**src/lsda_fifo.sv**
```systemverilog
// ----------------------------------------------------------------------------
// lsda_fifo
// Small register queue, used between the ports and the table engine.
// ----------------------------------------------------------------------------
module lsda_fifo #(
   parameter type item_type = logic,
   parameter int DEPTH = 2
) (
   input  logic     clock,
   input  logic     reset,
   input  logic     push,
   input  item_type push_data,
   output logic     full,
   input  logic     pop,
   output item_type pop_data,
   output logic     empty
);
   localparam int PW = (DEPTH > 1) ? $clog2(DEPTH) : 1;
   localparam int CW = $clog2(DEPTH + 1);

   item_type          store_ff [DEPTH];
   logic [PW-1:0]     wp_ff, rp_ff;
   logic [CW-1:0]     cnt_ff;
   logic              do_push, do_pop;

   assign full     = (cnt_ff == CW'(DEPTH));
   assign empty    = (cnt_ff == '0);
   assign do_push  = push && !full;
   assign do_pop   = pop && !empty;
   assign pop_data = store_ff[rp_ff];

   always_ff @(posedge clock) begin
      if (reset) begin
         wp_ff  <= '0;
         rp_ff  <= '0;
         cnt_ff <= '0;
      end else begin
         if (do_push) begin
            store_ff[wp_ff] <= push_data;
            wp_ff <= (wp_ff == PW'(DEPTH - 1)) ? '0 : PW'(wp_ff + 1'b1);
         end
         if (do_pop) begin
            rp_ff <= (rp_ff == PW'(DEPTH - 1)) ? '0 : PW'(rp_ff + 1'b1);
         end
         cnt_ff <= CW'(cnt_ff + CW'(do_push) - CW'(do_pop));
      end
   end
endmodule

```
**config.mk**
```make
export PLATFORM = sky130hd
export DESIGN_NAME = lsda_fifo
export DESIGN_NICKNAME = d
export VERILOG_FILES = /design/src/lsda_fifo.sv
export SDC_FILE = /design/constraint.sdc
export NUM_CORES = 1
export LEC_CHECK = 0
export ABC_AREA = 1
export BUFFER_PORTS_ARGS = -buffer_cell sky130_fd_sc_hd__buf_2
export CAP_MARGIN = 40
export CORE_AREA = 2 2 39 41
export DETAILED_ROUTE_END_ITERATION = 8
export DIE_AREA = 0 0 41 43
export SYNTH_ARGS = -nofsm -noshare
export SYNTH_HDL_FRONTEND = slang
export SYNTH_SLANG_ARGS = --single-unit
```
**constraint.sdc**
```tcl
create_clock -name clock -period 2.43 [get_ports clock]
set_input_delay 0.486 -clock clock [delete_from_list [all_inputs] [get_ports clock]]
set_output_delay 0.486 -clock clock [all_outputs]
set_load 0.01 [all_outputs]
```
==> impl_metrics.json <==
{
  "drt_iter0_markers": 3,
  "grt_usage": 0.08133,
  "peakVddDrop_v": 0.0002626,
  "final_cells": 70,
  "grt_setup_unrepaired": "false",
  "cp_num_buf_inv": 1,
  "ant_nets": 0,
  "firstDrtPassIters": 4,
  "grt_max_degree": 6,
  "worst-endpoint-required_ns": 1.94,
  "wl_met2_um": 259,
  "row_count": 14,
  "gp_congestion": 0.6506,
  "finalCritPeriodShare": 0.6224,
  "multi_input_area_um2": 146.4,
  "grt_pass1_wl_um": 869,
  "antenna_found_initial": 0,
  "powerDensity_mw_per_mm2": 1141,
  "synth_area_um2": 344.1,
  "cts_sinks": 7,
  "vias": 277,
  "drv_cap": 0,
  "cts_hold_buf": 0,
  "reg2regPathDepth": 9,
  "period_needed_ns": 1.512,
  "drv_slew": 0,
  "wl_met3_um": 41,
  "fillerInstances": 158,
  "hold_violations": 0,
  "cts_tree": "built",
  "insertion_delay_ns": 0.25,
  "r2r-end": "cnt_ff[1]",
  "crit_fanout": 1,
  "areaGrowthSynthToFinish_pct": 23.64,
  "nets": 62,
  "hold_path_startpoint": "reset",
  "fin_worst_skew_ns": 0.004062,
  "route.detailed.drc": 0,
  "cp_slowest_cell": "dfxtp_1",
  "fin_tns_setup_ns": 0,
  "die_w_um": 41,
  "critPathMaxStageDelay_ns": 0.32,
  "cp-start-kind": "flip-flop",
  "yosys_warnings": 0,
  "diodes": 0,
  "worstMarginPinSlew_ns": 0.2043,
  "syn-instance-count": 43,
  "critPathKind": "flip-flop to output pin",
  "fmax_mhz": 661.2,
  "crit_chain": "mux2_2 -> buf_2",
  "core_mm2": 0.001384,
  "reg2reg_from": "cnt_ff[0]",
  "yosysSeqAreaShare": 0.4655,
  "wl_per_cell_um": 8.229,
  "outcome": "finished, final reports clean",
  "hp-class": "input port to flip-flop",
  "hpwlAfterDp_um": 479.7,
  "max_slew_margin": 0.8636,
  "start_util": 0.2486,
  "wl_met1_um": 260,
  "ff2ff_setup_slack_ns": 0.98,
  "top_layer_used": "met4",
  "power_leakage_nw": 0.2142,
  "register_area_um2": 160.2,
  "setup_viol": 0,
  "path_clk_slew_ns": 0.05,
  "die_area_mm2": 0.001763,
  "cts_buffer_depth": 2,
  "ys_ff_latch": 7,
  "grt_overflow": 0,
  "drt-total-wl_um": 576,
  "portBuffers": 7,
  "pin_count": 8,
  "cts_made_buffers": 3,
  "crit_family": "flip-flops",
  "chipHeight_um": 43,
  "ys_types": 13,
  "layout-drive-gt1-share": 0.3148,
  "grt_pass1_vias": 245,
  "h-tree-depth": 1,
  "root_buffer": "clkbuf_4",
  "hold_depth": 2,
  "cp.arrival_ns": 1.03,
  "syn_area_per_cell_um2": 8.002,
  "vias_per_cell": 3.957,
  "post_cts_resized": 0,
  "hold_end": "cnt_ff[0]",
  "endpoint_kind": "output pin",
  "post_cts_buffers": 0,
  "syn_nets": 50,
  "dpl.cell_count": 66
}
power by group:
part	switching (W)	internal, W	leakage [nW]	total [W]
Combinational	0.000115	0.0000803	0.140	0.000196
Sequential	0.0000281	0.000155	0.0597	0.000183
Clock	0.0000436	0.0000627	0.0150	0.000106
Total	0.000187	0.000298	0.214	0.000485
metrics by stage:
stage,worst slack (ns),hold WS [ns],total power [W],area [um^2],util
floorplan,0.9697,0.4675,0.0003323,344.1,-
global placement,0.8187,0.4849,0.0003778,399.1,0.2884
detailed placement,0.8186,0.4926,0.0003835,399.1,0.2884
CTS,0.8996,0.4158,0.0004925,425.4,0.3074
global route,0.8571,0.4248,0.0005368,425.4,0.3074
finish,0.9175,0.4193,0.0004853,425.4,0.3074
how the worst max path moves through the flow:
| stage | startpoint | end | depth (start not counted) |
|---|---|---|---|
| after floorplan | pop | cnt_ff[1] | 9 |
| after global placement | pop | cnt_ff[1] | 10 |
| after detailed placement | pop | cnt_ff[1] | 10 |
| after CTS | flip-flop | pop_data | 2 |
| after global routing | flip-flop | pop_data | 2 |
| final | flip-flop | pop_data | 2 |
cell usage after synthesis:
library cell,count,share of area
a21oi_1,1,0.015
dfxtp_1,5,0.29
edfxtp_1,2,0.17
ha_1,2,0.073
inv_1,9,0.098
inv_2,1,0.011
mux2_2,1,0.033
nand2_1,7,0.076
nand3_1,2,0.029
nor2_1,6,0.065
nor2_2,4,0.073
nor2_4,1,0.033
o21ai_1,2,0.029
kinds of logic after synthesis:
kind of cell,share of synthesized area
AO/OA/AOI/OAI,0.04362
AND/OR/NAND/NOR,0.2764
adder cells (fa/ha/maj),0.07272
multiplexers,0.03272
flip-flops,0.4655
buffers and inverters,0.1091
cell type report:
cell class | instances | area share
Inverter | 10 | 0.08824
Timing Repair Buffer | 7 | 0.08235
Tap cell | 16 | 0.04706
Clock buffer | 4 | 0.06176
Sequential cell | 7 | 0.3765
Multi-Input combinational cell | 26 | 0.3441
layout by cell type, fill, tap and decap left out:
cell type  count
edfxtp_1       2
dfxtp_1        5
nand2_1        7
clkbuf_1       1
nand3_1        2
clkbuf_4       3
mux2_2         1
inv_2          1
ha_1           2
buf_2          7
o21ai_1        2
a21oi_1        1
nor2_4         1
inv_1          9
nor2_2         4
nor2_1         6
metal layers:
layer	up-vias	GRT usage
met5	-	0
met4	0	0.08000
met3	2	0.04712
met2	7	0.09688
met1	118	0.09325
li1	150	-
No activity file was read; power rests on OpenSTA's default activity.
